--- src/rtl/ldpg_ram.sv ---
// Simple dual-port RAM, one write and one registered read per cycle.
module ldpg_ram #(
	parameter int DEPTH = 2,
	parameter int WIDTH = 6,
	localparam int AW = (DEPTH > 1) ? $clog2(DEPTH) : 1
) (
	input  logic             clk,
	input  logic             we,
	input  logic [AW-1:0]    waddr,
	input  logic [WIDTH-1:0] wdata,
	input  logic [AW-1:0]    raddr,
	output logic [WIDTH-1:0] rdata
);

	logic [WIDTH-1:0] mem_q [DEPTH];

	always_ff @(posedge clk) begin
		if (we) mem_q[waddr] <= wdata;
		rdata <= mem_q[raddr];
	end

endmodule

--- config.mk ---
export PLATFORM = sky130hd
export DESIGN_NAME = ldpg_ram
export DESIGN_NICKNAME = d
export VERILOG_FILES = /design/src/rtl/ldpg_ram.sv
export SDC_FILE = /design/constraint.sdc
export NUM_CORES = 1
export LEC_CHECK = 0
export CORE_MARGIN = 4
export CORE_UTILIZATION = 37
export DETAILED_ROUTE_END_ITERATION = 8
export DONT_BUFFER_PORTS = 1
export GPL_ROUTABILITY_DRIVEN = 0
export PLACE_DENSITY = 0.61
export SYNTH_ARGS = -nofsm -noshare
export SYNTH_HDL_FRONTEND = slang
export SYNTH_SLANG_ARGS = --single-unit
export TNS_END_PERCENT = 1
--- constraint.sdc ---
create_clock -name clk -period 0.9 [get_ports clk]
set_clock_uncertainty 0.1 [all_clocks]
set_input_delay 0.135 -clock clk [delete_from_list [all_inputs] [get_ports clk]]
set_output_delay 0.135 -clock clk [all_outputs]
set_load 0.01 [all_outputs]
* Word level (Yosys, flattened, before mapping)
Memories as Yosys holds them, arrays and structs flattened. A register that Yosys moved wholly into a read port is not among the register bits. Index checks and enable logic that the tools add are counted.
Word-level totals: memory bits (writable) 12, memories 1, input bits 10, bits in registers 0, word-level logic and storage cells 3
Cells by class: multiplexer cells 2
Memory list:
- mem_q | depth 2, width 6, rd ports 1, clocked after Yosys merged registers in 1, wr ports 1, line 15 | logic [WIDTH-1:0] mem_q [DEPTH];
Operator list (count):
- 1-bit two-way mux | 2

* Logic depth before layout (Yosys ltp)
Gate-level depths: netlist of the first run.
word-level depth 2, gate-level depth with buffers 2, mapped depth without buffers 1

* Worst setup path before layout of the first run
Ideal clock, no wire load.
path kind input -> register, start input port we, end memory mem_q[0][0], enable pin, data arrival time 468 ps, slack -22 ps, stages on the path 1, buffers on the path 0, setup time 354 ps, path through nor2b_1
On the way: cells in the longest elaborated chain, start to end 2
RTL lines:
- start, declared | line 8 | input logic we,
- 1-bit two-way mux | line 18 | if (we) mem_q[waddr] <= wdata;
- 1-bit two-way mux (not written as such) | line 18
- end, declared | line 15
Every way passes these cells.

* Worst setup path in the final report of the first run
start register rdata[0], read port of mem_q, end output port rdata[0]
RTL lines:
- start, declared | line 12 | output logic [WIDTH-1:0] rdata
No word-level cell between the ends.

==> results of run 1 <==
## cell type report
cell class	instances	area, um2	area share
Multi-Input combinational cell	8	105	0.150
Sequential cell	18	488	0.698
Tap cell	16	20.0	0.0286
Timing Repair Buffer	6	60.1	0.0859
Clock inverter	1	3.75	0.00537
Clock buffer	3	22.5	0.0322
## stage by stage
step	hold WS (ps)	util
floorplan	134	-
global placement	134	0.402
detailed placement	134	0.402
CTS	-105	0.461
global route	-117	0.464
finish	-98.4	0.464
## cell usage after synthesis
cell,count,area (um2)
buf_6,1,11.3
mux2_4,6,90.1
and2_1,1,6.26
edfxtp_1,12,360
dfxtp_1,6,120
nor2b_1,1,6.26
## registers in the layout, indices dropped and copies added, names as in the netlist
name / cells
rdata: 6
mem_q: 12
## report_power, final
part | internal, mW | total [mW] | switching [mW]
clock | 0.161 | 0.384 | 0.223
sequential | 0.952 | 0.983 | 0.0310
combinational | 0.0565 | 0.0770 | 0.0205
## worst paths after layout
| kind | from | endpoint |
|---|---|---|
| worst max-delay path | rdata[0] | rdata[0] |
| worst min-delay path | raddr | rdata[2] |
| worst max register to register | mem_q[0][0] | rdata[0] |
| worst min register to register | mem_q[0][4] | rdata[4] |
## placed cells by master (no fill, tap or decap), drive strengths merged
master,count
and2,1
clkbuf,3
clkinv,1
nor2b,1
edfxtp,12
mux2,6
dfxtp,6
dlygate4sd3,6
## per-layer routing
layer,vias up,share of wire,track usage
li1,118,-,-
met1,108,0.40,0.0903
met2,14,0.46,0.0950
met3,2,0.13,0.0489
met4,0,0.0060,0.0645
met5,-,0,0
## logic make-up (layout without fill, tap and decap cells)
kind of cell / Yosys count / count (layout)
muxes: 6 / 6
DFF: 18 / 18
and+or+nand+nor: 2 / 2
buffers and inverters: 1 / 10
## what timing repair did
item / in CTS / in global routing
gates resized for setup: 2 / 4
endpoints found under the hold margin: 24 / 12
setup buffers: 0 / 0
endpoints found under the setup margin: 2 / 6
==> impl_metrics.json, run 1 <==
{
  "cts_tree": "yes",
  "irDropWorstVdd_uv": 980,
  "failed_checks": "hold timing",
  "cp_data_arrival_time_ps": 640,
  "fillCellCount": 132,
  "placedCellCount": 42,
  "clkLatencyLatePin_ps": 280,
  "clk_pin_slew_ps": 100,
  "die_area_um2": 2310,
  "drv_slew": 0,
  "yosys_warnings": 0,
  "start_util": 0.395,
  "antenna_found_initial": 0,
  "rows": 14,
  "fin_setup_tns_ps": 0,
  "endpoint_kind": "output pin",
  "cp_max_fo": 1,
  "worst_hold_path.num_cells": 1,
  "max-slew-margin-rel": 0.790,
  "cts_hold_buffers": 6,
  "totalPowerFinal_mw": 1.44,
  "crit_cells": 0,
  "viasPerCell": 4.65,
  "grt_overflow": 0,
  "numClockSinks": 18,
  "drive_gt1_frac": 0.444,
  "finalSetupViolations": 0,
  "place_area_um2": 606,
  "n_antenna_cell": 0,
  "worst_pin_slew_ps": 314,
  "drt-initial-drc-count": 5,
  "synthDistinctLibCells": 6,
  "grt_max_degree": 11,
  "critPathKind": "reg -> out",
  "rr_worst_depth": 1,
  "drt-total-wl_um": 671,
  "yosys.area_share.xor_xnor": 0,
  "numCtsBuffers": 3,
  "ant_nets": 0,
  "grt_pass1_vias": 256,
  "seq_area_frac_synth": 0.808,
  "hp-class": "in -> reg",
  "synth_seq_cells": 18,
  "cts-root-buf": "clkbuf_4",
  "postLayoutCellArea_um2": 699,
  "synth_nets": 37,
  "die_x_um": 48.1,
  "min_period_ps": 871,
  "grt_pass1_wl_mm": 1.09,
  "layout.cells.non_filler": 52,
  "fin_ws_ps": 29.3,
  "htree_levels": 1,
  "synth_compound_area_frac": 0,
  "die_h_um": 48.1,
  "core_area_um2": 1510,
  "nets": 47,
  "fin_crit_sh": 0.967,
  "powerDensity_nw_per_um2": 2060,
  "synthAdderAreaFrac": 0,
  "hold_viol_final": 12,
  "holdWs_ps": -98.4,
  "maxCapViolCount": 0,
  "syn2layout_area_growth_pct": 17.7,
  "io-pin-count": 16,
  "syn_area_um2": 594,
  "grt_use_total": 0.0766,
  "avgSynthCellArea_um2": 22.0,
  "required_ps": 660,
  "route.vias.total": 242,
  "r2r_setup_slack_ps": 50,
  "dr.pass1.iters": 2,
  "synthSimpleGateAreaFrac": 0.0211,
  "start_kind": "flip-flop",
  "clock.fmax_mhz": 1150,
  "port-buffer-count": 0,
  "wire_per_inst_um": 12.9,
  "rsz0062_at_grt": "true",
  "outcome": "finished with violations",
  "synthMuxAreaShare": 0.152,
  "p_leak_nw": 0.259,
  "synthCells": 27,
  "post-route-drc-count": 0,
  "synth_top_family_by_area": "multiplexers",
  "clk_path_buf_depth": 2,
  "preCtsSetupSlack_ps": 14.6
}
No activity file was read; power rests on OpenSTA's default activity.
==> inputs of run 2 (changes only) <==
--- a/config.mk
+++ b/config.mk
@@ -10,7 +10,7 @@
 export DETAILED_ROUTE_END_ITERATION = 8
 export DONT_BUFFER_PORTS = 1
 export GPL_ROUTABILITY_DRIVEN = 0
-export PLACE_DENSITY = 0.61
+export PLACE_DENSITY = 0.59
 export SYNTH_ARGS = -nofsm -noshare
 export SYNTH_HDL_FRONTEND = slang
 export SYNTH_SLANG_ARGS = --single-unit
==> constraint.sdc (replaced) <==
create_clock -name clk -period 1.05 [get_ports clk]
set_clock_uncertainty 0.1 [all_clocks]
set_input_delay 0.1575 -clock clk [delete_from_list [all_inputs] [get_ports clk]]
set_output_delay 0.1575 -clock clk [all_outputs]
set_load 0.01 [all_outputs]
==> run 2 against run 1 <==
The run still ends with hold timing left. Setup slack improved by 100 ps. Die area unchanged. Sequential share of layout area decreased by 0.83 points.
==> impl_metrics.json, run 2 (synthesized netlist as in run 1, its figures left out) <==
{
  "port-buffer-count": 0,
  "clock.fmax_mhz": 1090,
  "worst_hold_path.num_cells": 1,
  "required_ps": 790,
  "cp_max_fo": 1,
  "drt-initial-drc-count": 5,
  "clk_path_buf_depth": 2,
  "preCtsSetupSlack_ps": 171,
  "wire_per_inst_um": 13.4,
  "nets": 48,
  "r2r_setup_slack_ps": 190,
  "failed_checks": "hold timing",
  "viasPerCell": 4.43,
  "rsz0062_at_grt": "false",
  "final_common_cell": "edfxtp_1",
  "cts_resized": 0,
  "startpoint": "rdata[4]",
  "worst_pin_slew_ps": 273,
  "numCtsBuffers": 3,
  "antenna_found_initial": 0,
  "start_util": 0.395,
  "postLayoutCellArea_um2": 697,
  "largest_register_ffs": 12,
  "utilization": 0.463,
  "route.vias.total": 235,
  "post-route-drc-count": 0,
  "regMostFlops": "mem_q",
  "dr.pass1.iters": 3,
  "core_area_um2": 1510,
  "n_antenna_cell": 0,
  "min_from": "raddr",
  "start_kind": "flip-flop",
  "grt_pass1_wl_mm": 1.15,
  "numClockSinks": 18,
  "clkLatencyLatePin_ps": 280,
  "powerDensity_nw_per_um2": 1780,
  "fin_setup_tns_ps": 0,
  "grt_use_total": 0.0801,
  "crit_cells": 0,
  "cts_tree": "yes",
  "syn2layout_area_growth_pct": 17.3,
  "rows": 14,
  "critPathKind": "reg -> out",
  "holdWs_ps": -81.0,
  "fin_crit_sh": 0.877,
  "cts-root-buf": "clkbuf_4",
  "fin_ws_ps": 129,
  "finalSetupViolations": 0,
  "p_leak_nw": 0.263,
  "endpoint_kind": "output pin",
  "maxCapViolCount": 0,
  "grt_overflow": 0,
  "hp-class": "in -> reg",
  "reg.largest.list": "mem_q: 12 flops, rdata: 6 flops",
  "grt_pass1_vias": 272,
  "irDropWorstVdd_uv": 855,
  "mostFrequentLayoutCells": "edfxtp_1, mux2_4, dlygate4sd3_1, dfxtp_1, clkbuf_4",
  "outcome": "finished with violations",
  "place_area_um2": 611,
  "grt_max_degree": 11,
  "clk_pin_slew_ps": 100,
  "die_area_um2": 2310,
  "die_x_um": 48.1,
  "r2r-start": "mem_q[0][3]",
  "hold_viol_final": 6,
  "post_cts.repair.setup_buffers": 0,
  "io-pin-count": 16,
  "min_period_ps": 921,
  "max-slew-margin-rel": 0.818,
  "rr_worst_depth": 1,
  "drive_gt1_frac": 0.270,
  "drv_slew": 0,
  "die_h_um": 48.1,
  "htree_levels": 1,
  "ant_nets": 0,
  "cts_hold_buffers": 6,
  "drt-total-wl_um": 710,
  "cp_data_arrival_time_ps": 660
}
-- run 2: worst paths after layout --
path	end
setup / recovery	rdata[4]
hold / removal	rdata[5]
hold reg to reg	rdata[5]
setup reg to reg	rdata[3]
-- run 2: cell type report --
type / instances / area (um2)
sequential: 18 / 480
multi-input combinational: 8 / 103
timing repair buffer: 7 / 67.6
tap: 16 / 20.0
fill: 135 / 810
clock buffer: 3 / 22.5
clock inverter: 1 / 3.75
-- run 2: stage by stage --
step	total power, mW	hold WS [ps]	std cells
2_1_floorplan	0.900	156	27
3_3_place_gp	0.902	156	43
4_1_cts	1.26	-92.8	53
3_5_place_dp	0.905	156	43
6_report	1.24	-81.0	53
5_1_grt	1.31	-106	53
-- run 2: routing by layer --
metal  routed length [um]  GRT usage  up-vias
li1                     -          -      117
met1                  260     0.0724      105
met2                  342      0.132       13
met3                  107     0.0526        0
met4                    0     0.0484        0
met5                    0          0        -
-- run 2: report_power, final --
part / leakage [nW] / switching (mW) / internal, mW
logic: 0.0843 / 0.0183 / 0.0502
registers: 0.163 / 0.0259 / 0.812
clock network: 0.0154 / 0.197 / 0.138
total: 0.263 / 0.241 / 1.00
