==> config.mk <==
export PLATFORM = sky130hd
export DESIGN_NAME = ldpg_div
export DESIGN_NICKNAME = d
export VERILOG_FILES = /design/src/rtl/ldpg_pkg.sv /design/src/rtl/ldpg_div.sv
export SDC_FILE = /design/constraint.sdc
export NUM_CORES = 1
export LEC_CHECK = 0
export BUFFER_PORTS_ARGS = -buffer_cell sky130_fd_sc_hd__buf_2
export CAP_MARGIN = 20
export CORE_MARGIN = 2
export CORE_UTILIZATION = 40
export CTS_CLUSTER_SIZE = 16
export DETAILED_ROUTE_END_ITERATION = 16
export GPL_ROUTABILITY_DRIVEN = 0
export HOLD_SLACK_MARGIN = 0.03
export PLACE_DENSITY = 0.66
export SLEW_MARGIN = 20
export SYNTH_ARGS = -nofsm -noshare
export SYNTH_HDL_FRONTEND = slang
export SYNTH_SLANG_ARGS = --single-unit
==> constraint.sdc <==
create_clock -name clk -period 2.1 [get_ports clk]
set_input_delay 0.21 -clock clk [delete_from_list [all_inputs] [get_ports clk]]
set_output_delay 0.21 -clock clk [all_outputs]
set_load 0.05 [all_outputs]
==> src/rtl/ldpg_pkg.sv <==
// Shared types, codes and constant tables for the low-discrepancy point generator.
package ldpg_pkg;

	localparam int DEF_MAX_BASE   = 50;
	localparam int DEF_MAX_DIMS   = 20;
	localparam int DEF_MAX_DIGITS = 20;
	localparam int NBITS          = 31;
	localparam longint NUM_LIMIT  = (64'd1 << NBITS) - 64'd1;
	localparam int FIT_W          = 64 * 6;

	localparam logic [2:0] CMD_STEP      = 3'd0;
	localparam logic [2:0] CMD_LOAD_ADD  = 3'd1;
	localparam logic [2:0] CMD_LOAD_MUL  = 3'd2;
	localparam logic [2:0] CMD_LOAD_SUB  = 3'd3;
	localparam logic [2:0] CMD_LOAD_COEF = 3'd4;
	localparam logic [2:0] CMD_RESTART   = 3'd5;

	localparam logic [1:0] ST_OK   = 2'd0;
	localparam logic [1:0] ST_DONE = 2'd1;
	localparam logic [1:0] ST_LONG = 2'd2;

	localparam logic [1:0] CFG_BASE_Q     = 2'd0;
	localparam logic [1:0] CFG_NUM_DIMS   = 2'd1;
	localparam logic [1:0] CFG_NUM_DIGITS = 2'd2;

	localparam logic [1:0] M_INIT = 2'd0;
	localparam logic [1:0] M_STEP = 2'd1;
	localparam logic [1:0] M_RST  = 2'd2;

	typedef struct packed {
		logic [2:0]       cmd;
		logic [5:0]       row_index;
		logic [5:0]       col_index;
		logic [4:0]       digit_pos;
		logic [NBITS-1:0] entry_value;
	} in_item_t;

	typedef struct packed {
		logic [4:0]       coord_index;
		logic [NBITS-1:0] numerator;
		logic             last;
		logic [1:0]       status;
	} out_item_t;

	function automatic int clog_min1(int n);
		return (n > 1) ? $clog2(n) : 1;
	endfunction

	// largest digit count with q^m inside 31 bits, capped at maxd, for every q from 2 to 63 (1 below 2)
	function automatic logic [FIT_W-1:0] fit_table(int maxd);
		logic [FIT_W-1:0] t;
		longint p;
		int m;
		t = '0;
		for (int q = 0; q < 64; q++) begin
			p = 1;
			m = 0;
			for (int k = 0; k < 31; k++) begin
				if (q >= 2 && m < maxd && p * q <= NUM_LIMIT) begin
					p = p * q;
					m = m + 1;
				end
			end
			if (m < 1) m = 1;
			t[q*6 +: 6] = 6'(m);
		end
		return t;
	endfunction

endpackage

==> src/rtl/ldpg_div.sv <==
// Restoring divider, one quotient bit per cycle, splits the skip count into digits.
module ldpg_div import ldpg_pkg::*; (
	input  logic             clk,
	input  logic             arst_n,
	input  logic             start,
	input  logic [NBITS-1:0] dividend,
	input  logic [5:0]       divisor,
	output logic             done,
	output logic [NBITS-1:0] quo,
	output logic [5:0]       rem
);

	logic [NBITS-1:0] work_q;
	logic [5:0]       rem_q, dvs_q;
	logic [4:0]       cnt_q;
	logic             busy_q, done_q;
	logic [6:0]       trial, diff;
	logic             ge;

	assign trial = {rem_q, work_q[NBITS-1]};
	assign ge    = trial >= {1'b0, dvs_q};
	assign diff  = trial - {1'b0, dvs_q};

	always_ff @(posedge clk or negedge arst_n) begin
		if (!arst_n) begin
			busy_q <= 1'b0;
			done_q <= 1'b0;
			cnt_q  <= '0;
		end else if (start) begin
			busy_q <= 1'b1;
			done_q <= 1'b0;
			cnt_q  <= 5'(NBITS - 1);
		end else if (busy_q) begin
			if (cnt_q == 5'd0) begin
				busy_q <= 1'b0;
				done_q <= 1'b1;
			end else begin
				cnt_q <= cnt_q - 5'd1;
			end
		end else begin
			done_q <= 1'b0;
		end
	end

	always_ff @(posedge clk) begin
		if (start) begin
			work_q <= dividend;
			rem_q  <= '0;
			dvs_q  <= divisor;
		end else if (busy_q) begin
			rem_q  <= ge ? diff[5:0] : trial[5:0];
			work_q <= {work_q[NBITS-2:0], ge};
		end
	end

	assign done = done_q;
	assign quo  = work_q;
	assign rem  = rem_q;

endmodule

# Word level (Yosys, flattened, before mapping)
# Index checks and enable logic that the tools add are counted.
# word_totals
output_inout_bits,38
regBits,50
# classes
order_cmp,1
reduce_logical,3
addsub,2
muxes,12
eq_ne,2
# op_table
cell,count
$mux 31,2
$mux 5,3
$ge 7x6->1,1
$mux 1,6
$mux 6,1
$sub 6x6->6,1
$logic_not 5->1,1
$sub 5x1->5 const B,1
$ne 3x2->1 const B,1
$ne 2x2->1 const B,1
$reduce_and 2->1,1
$reduce_bool 2->1,1

# Longest topological paths before layout
# Gate-level depths: netlist of the first run.
# depth
word_depth,4
ltp_mapped,8
depth_no_buf,8

# Least setup slack after synthesis of the first run
# Ideal clock, no wire load.
# synth_timing
path_kind,register -> register
start,register rem_q[3] (netlist: rem[3])
end,register rem_q[1] (netlist: rem[1])
required_time_ns,1.973
stages_incl_launch_ff,7
slack_ns,-0.134
t_arrival_ns,2.107
period_less_slack_ns,2.234
setup_time_ns,0.127
path_cell_list,dfxtp_1 -> ha_1 -> a21o_1 -> a211oi_2 -> o21ai_2 -> and4bb_1 -> or3_1
# synth_between
elab_chain_cells,2
# synth_rtl
element,line,rtl
from (decl),ldpg_div.sv:14,"logic [5:0] rem_q, dvs_q;"
from (signal assigned),ldpg_div.sv:51,rem_q <= ge ? diff[5:0] : trial[5:0];
$ge 7x6->1,ldpg_div.sv:21,"assign ge = trial >= {1'b0, dvs_q};"
$mux 6,ldpg_div.sv:51,
# Every way passes these cells.
# A chain may end at the register's enable or synchronous reset.

# Final worst setup path of the first run
# layout_timing
start,register work_q[30] (netlist: quo[30])
end,register rem_q[4] (netlist: rem[4])
# layout_between
elab_chain_cells,2
word_cells_on_any_way,3
cone_classes,add/sub (1); order compare (1); mux (1)
# layout_rtl
element,line,rtl
from (decl),ldpg_div.sv:13,logic [NBITS-1:0] work_q;
from (signal assigned),ldpg_div.sv:47,work_q <= dividend;
from (signal assigned),ldpg_div.sv:52,"work_q <= {work_q[NBITS-2:0], ge};"
$sub 6x6->6 / $ge 7x6->1 (equally long branches),"ldpg_div.sv:22, ldpg_div.sv:21",
$mux 6 (*),ldpg_div.sv:51,
# Every way passes the cells marked *; elsewhere a longest branch is shown, timed or not.

==> results of run 1 <==
[power groups by stage]
stage,clock network [uW],registers [uW],logic (uW)
after floorplan,0,1760,549
after global placement,0,1350,1260
after global routing,722,1350,1370
after CTS,698,1330,1270
final,670,1330,1260
after detailed placement,0,1350,1270
[kinds of logic (layout without fill, tap and decap cells)]
logic type,Yosys count,count (layout),share of synthesized area (%)
buf+inv,16,100,2.53
compound gates,18,18,5.32
xor+xnor,5,5,1.85
simple gates,42,42,9.59
fa+ha+maj,9,9,5.06
mux,35,35,16.4
flops,50,50,59.3
[worst paths after layout]
kind | slack, ns | end | from
worst max-delay path | 0.22 | rem[4] | quo[30]
worst min-delay path | 0.08 | dvs_q[0] | divisor[0]
worst max register to register | 0.22 | rem[4] | quo[30]
worst min register to register | 0.49 | cnt_q[4] | cnt_q[4]
max in group asynchronous | 1.68 | cnt_q[4] | arst_n
min in group asynchronous | 0.26 | cnt_q[0] | arst_n
[sequential cells by signal, summed over array words and instances (netlist names)]
name    flops
busy_q      1
done        1
cnt_q       5
rem         6
quo        31
dvs_q       6
[timing repair]
action,4_1_cts,5_1_grt
resized for setup,0,0
hold buffers,1,0
setup endpoints to repair,0,0
hold endpoints to repair,7,0
[per-layer routing]
layer | wire length, um | vias up | track usage [%]
met5 | 0 | - | 0
met2 | 2150 | 55 | 24.1
met3 | 382 | 2 | 5.89
li1 | - | 806 | -
met1 | 2040 | 757 | 19.6
met4 | 16 | 0 | 4.07
[final cells by class]
type / instances / area [sq um]
Clock buffer: 7 / 76.3
Clock inverter: 1 / 30.0
Fill cell: 549 / 2820
Inverter: 10 / 37.5
Multi-Input combinational cell: 109 / 911
Sequential cell: 50 / 1410
Tap cell: 75 / 93.8
Timing Repair Buffer: 82 / 438
[layout by cell type (no fill, tap or decap), types with 2 or more instances in the layout]
| cell type | count |
|---|---|
| buf_2 | 77 |
| edfxtp_1 | 37 |
| mux2_2 | 31 |
| nor2_1 | 12 |
| inv_1 | 10 |
| ha_1 | 8 |
| nand2b_1 | 7 |
| nand2_1 | 7 |
| dfrtp_1 | 7 |
| clkbuf_8 | 5 |
| nor3b_1 | 4 |
| o21ai_0 | 4 |
| mux2i_1 | 4 |
| dfxtp_1 | 4 |
| a21o_1 | 3 |
| a21oi_1 | 3 |
| xnor2_1 | 3 |
| buf_4 | 3 |
| nand3_1 | 2 |
| or3_1 | 2 |
| nor2b_1 | 2 |
| xor2_1 | 2 |
| clkbuf_1 | 2 |
| dfxtp_2 | 2 |
[through the flow]
step | hold slack (ns) | setup TNS (ns) | worst slack (ns)
2_1_floorplan | -0.0856 | -0.00779 | -0.00779
3_5_place_dp | 0.0542 | 0 | 0.218
5_1_grt | 0.0661 | 0 | 0.0494
4_1_cts | 0.0694 | 0 | 0.198
3_3_place_gp | 0.0535 | 0 | 0.267
6_report | 0.0822 | 0 | 0.220
==> flow_metrics.tcl, run 1 <==
set metrics [dict create \
    synth_cell_types 35 \
    vdd_drop_max_mv 0.493 \
    ios 78 \
    drc_errors 0 \
    status "finished clean" \
    synth_top_area_share_pct 46.8 \
    finalNetCount 307 \
    setup_viol 0 \
    worstSkewPairLatency_ns 0.30 \
    dp_cells 325 \
    insertedDiodeCount 0 \
    drtIter0Drc 86 \
    antenna_found_initial 0 \
    final_cells 334 \
    p_comb_share_pct 38.6 \
    critPathTopFamily "adder cells" \
    tightest_slew_ns 0.379 \
    worstSetupPathType "register to register" \
    max_slew_margin_pct 74.7 \
    vias 1620 \
    hold_path_class "primary input to register" \
    path_depth 8 \
    synth_common_cells "edfxtp_1 (37), mux2_2 (31), nor2_1 (12), inv_1 (10), ha_1 (8)" \
    area_delta_synth_final_pct 26.2 \
    arrival_ns 2.11 \
    synth_nets 224 \
    switchingPower_uw 1220 \
    final-hold-violation-count 0 \
    p_int_uw 2030 \
    grt_overflow 0 \
    syn_inst 175 \
    cap_violations 0 \
    post_cts_buffers 0 \
    clk_pin_slew_ns 0.09 \
    required_ns 2.33 \
    routed_wl_um 4590 \
    wl_per_cell_um 13.7 \
    synth_top_flop_cell "edfxtp_1" \
    start_util_pct 40.8 \
    slowest_delay_ns 0.41 \
    synth-seq-cells 50 \
    post-dp-hpwl_um 3400 \
    final_antenna_net_count 0 \
    cp_max_fo 3 \
    syn_area_sq_mm 0.00237 \
    cp-start-kind "register" \
    numCtsBuffers 5 \
    drive_above_1_share_pct 47.9 \
    rows 28 \
    max_freq_mhz 532 \
    final_area_sq_mm 0.00300 \
    cts_tree "yes" \
    syn_avg_cell_area_sq_um 13.6 \
    grt_max_degree 32 \
    final_core_util_pct 51.5 \
    place_area_sq_mm 0.00288 \
    crit_path_end_kind "register" \
    ys_seq_area_share_pct 59.3 \
    die_y_um 81.0 \
    skew_ns 0.00701 \
    fin_crit_sh_pct 89.5 \
    crit_chain "inv_1, ha_1, fa_1, nand2b_1, a21oi_1, xor2_1, mux2i_1, o21ai_0" \
    placeableCoreArea_sq_mm 0.00582 \
    cp_num_buf_inv 1 \
    grt_pass1_vias 1613 \
    clock_power_share_pct 20.6 \
    yosys_warnings 0 \
    swShare_pct 37.6 \
    grt_pass1_wl_um 7620 \
    synth_edf_count 37 \
    io_buffers 77 \
    slowest_stage "fa_1" \
    cts.sinks 50 \
    dieWidth_um 81.0 \
    reg2reg_depth 8 \
    grt_util_all_layers_pct 15.2 \
    seqPwrFrac_pct 40.8 \
    yosysMostFrequentCell "edfxtp_1" \
    slew_viol_final 0 \
    dieArea_sq_mm 0.00657 \
    p_per_area_mw_per_mm2 1090 \
    synth_top_area_cell "edfxtp_1" \
    async_flop_share_pct 14.0 \
    first_pass_iters 4 \
    via_per_inst 4.85 \
    htree_levels 2 \
    cts_root_buffer "clkbuf_8" \
    whs_path_depth 1 \
    period_minus_slack_ns 1.88 \
    power_uw 3250 \
    rsz0062_at_grt "false" \
    clockBufferDepth 2 \
    leakage_uw 0.00131 \
    yosys-top-cells-area "edfxtp_1 (47%), mux2_2 (15%), dfrtp_1 (7.4%), dfxtp_1 (5.1%), ha_1 (4.2%)" \
]
Note: power is estimated with default switching activity, not from simulation.
==> run 2, diff against run 1 <==
--- a/config.mk
+++ b/config.mk
@@ -8,12 +8,11 @@
 export BUFFER_PORTS_ARGS = -buffer_cell sky130_fd_sc_hd__buf_2
 export CAP_MARGIN = 20
 export CORE_MARGIN = 2
-export CORE_UTILIZATION = 40
+export CORE_UTILIZATION = 50
 export CTS_CLUSTER_SIZE = 16
 export DETAILED_ROUTE_END_ITERATION = 16
-export GPL_ROUTABILITY_DRIVEN = 0
 export HOLD_SLACK_MARGIN = 0.03
-export PLACE_DENSITY = 0.66
+export PLACE_DENSITY = 0.79
 export SLEW_MARGIN = 20
 export SYNTH_ARGS = -nofsm -noshare
 export SYNTH_HDL_FRONTEND = slang
==> run 2 against run 1 <==
Against the previous run: routed wire length is 6.2% lower; cell area is 2.0% lower; sequential share of layout area is 0.96 points higher; die area is 19% lower; sequential power hardly changed; critical path type unchanged; register-to-register slack worse by 0.06 ns; worst setup slack worse by 0.057 ns; hold slack better by 0.0015 ns; critical path depth is 1 lower.
==> flow_metrics.tcl, run 2 (synthesis gave the netlist of run 1 again) <==
set metrics [dict create \
    cts_root_buffer "clkbuf_8" \
    numCtsBuffers 5 \
    finalNetCount 306 \
    setup_viol 0 \
    max_freq_mhz 516 \
    layout_setup_ws_ns 0.164 \
    hold_path_class "primary input to register" \
    start_util_pct 50.9 \
    clk_pin_slew_ns 0.08 \
    slowest_stage "edfxtp_1" \
    hp-start "divisor[3]" \
    rows 25 \
    die_y_um 72.9 \
    cp_max_fo 10 \
    via_per_inst 5.10 \
    grt_pass1_vias 1567 \
    insertedDiodeCount 0 \
    final_antenna_net_count 0 \
    cp-start-kind "register" \
    power_uw 3090 \
    crit_path_end_kind "register" \
    p_per_area_mw_per_mm2 1050 \
    post-dp-hpwl_um 3160 \
    cap_violations 0 \
    largest_reg_flops 31 \
    place_area_sq_mm 0.00285 \
    first_pass_iters 4 \
    skew_ns 0.00490 \
    timing.rr.end "rem[1]" \
    grt_pass1_wl_um 7160 \
    dieArea_sq_mm 0.00531 \
    ios 78 \
    grt_max_degree 32 \
    whs_path_depth 1 \
    slowest_delay_ns 0.33 \
    final_core_util_pct 63.0 \
    max_slew_margin_pct 69.6 \
    cts_tree "yes" \
    htree_levels 2 \
    grt_util_all_layers_pct 17.7 \
    drc_errors 0 \
    wl_per_cell_um 13.8 \
    final_cell_mix "buf_2 (77), edfxtp_1 (37), mux2_2 (31)" \
    drive_above_1_share_pct 47.3 \
    placeableCoreArea_sq_mm 0.00466 \
    drtIter0Drc 97 \
    crit_chain "inv_1, ha_1, a21o_1, a211oi_2, o21ai_2, and4bb_1, or3_1" \
    layout_commonest_cell "buf_2" \
    tightest_slew_ns 0.456 \
    worstSkewPairLatency_ns 0.29 \
    pre_cts_slack_ns 0.158 \
    reg2reg_depth 7 \
    slew_viol_final 0 \
    vias 1592 \
    routed_wl_um 4310 \
    rsz0062_at_grt "false" \
    post_cts_buffers 0 \
    area_delta_synth_final_pct 23.7 \
    period_minus_slack_ns 1.94 \
    vdd_drop_max_mv 0.504 \
    cts.sinks 50 \
    io_buffers 77 \
    fin_crit_sh_pct 92.2 \
    status "finished clean" \
    required_ns 2.28 \
    worstSetupPathType "register to register" \
    antenna_found_initial 0 \
    final-hold-violation-count 0 \
    clockBufferDepth 2 \
    dieWidth_um 72.9 \
    final_area_sq_mm 0.00294 \
    r2r_slack_ns 0.16 \
    leakage_uw 0.00129 \
    finalWeightedCongestion 0.771 \
    arrival_ns 2.12 \
    r2r-start "dvs_q[4]" \
    hold_end "dvs_q[3]" \
    grt_overflow 0 \
]
## run 2: changes by cell type in the layout (fill, tap and decap cells not counted)
cell	previous run	this run
bufinv_16	1	0
clkbuf_1	2	3
buf_4	3	2
## run 2: what timing repair did
| action | 4_1_cts | 5_1_grt |
|---|---|---|
| hold buffers | 1 | 0 |
| endpoints found under the hold margin | 7 | 0 |
| resized for setup | 0 | 0 |
## run 2: layout make-up
| class | count | area [sq um] |
|---|---|---|
| inverter | 10 | 37.5 |
| sequential | 50 | 1410 |
| clock buffer | 8 | 80.1 |
| tap | 54 | 67.6 |
| multi-input combinational | 109 | 911 |
| timing repair buffer | 81 | 430 |
| fill | 361 | 1730 |
## run 2: through the flow
stage | cells | hold slack [ns] | TNS [ns]
after floorplan | 175 | -0.0856 | -0.00779
after global placement | 303 | 0.0515 | 0
after detailed placement | 303 | 0.0522 | 0
after CTS | 312 | 0.0720 | 0
after global routing | 312 | 0.0653 | 0
final | 312 | 0.0837 | 0
## run 2: worst max path at each step
stage	slack [ns]	start	to
CTS	0.15	dvs_q[4]	rem[1]
finish	0.16	dvs_q[4]	rem[1]
global route	0.03	cnt_q[0]	cnt_q[2]
floorplan	-0.008	quo[30]	rem[1]
detailed placement	0.16	dvs_q[4]	rem[1]
global placement	0.21	dvs_q[4]	rem[1]
## run 2: per-layer routing
| layer | vias to the layer above | global-route usage (%) | part of all wire, % |
|---|---|---|---|
| met1 | 736 | 24.9 | 45 |
| met4 | 0 | 7.20 | 1.6 |
| met5 | - | 0 | 0 |
| met3 | 6 | 5.25 | 7.2 |
| met2 | 52 | 25.8 | 46 |
| li1 | 798 | - | - |
## run 2: power by group
group	internal, uW	switching, uW
Sequential	1220	94.4
Clock	237	295
Combinational	431	806
## run 2: critical path: cells and delay by family, from the launching register on
kind,cells,cell delay (ns)
and+or+nand+nor,2,0.53
adders and majority gates,1,0.33
AOI/OAI and AO/OA,3,0.59
DFF,1,0.33
buffers and inverters,1,0.04
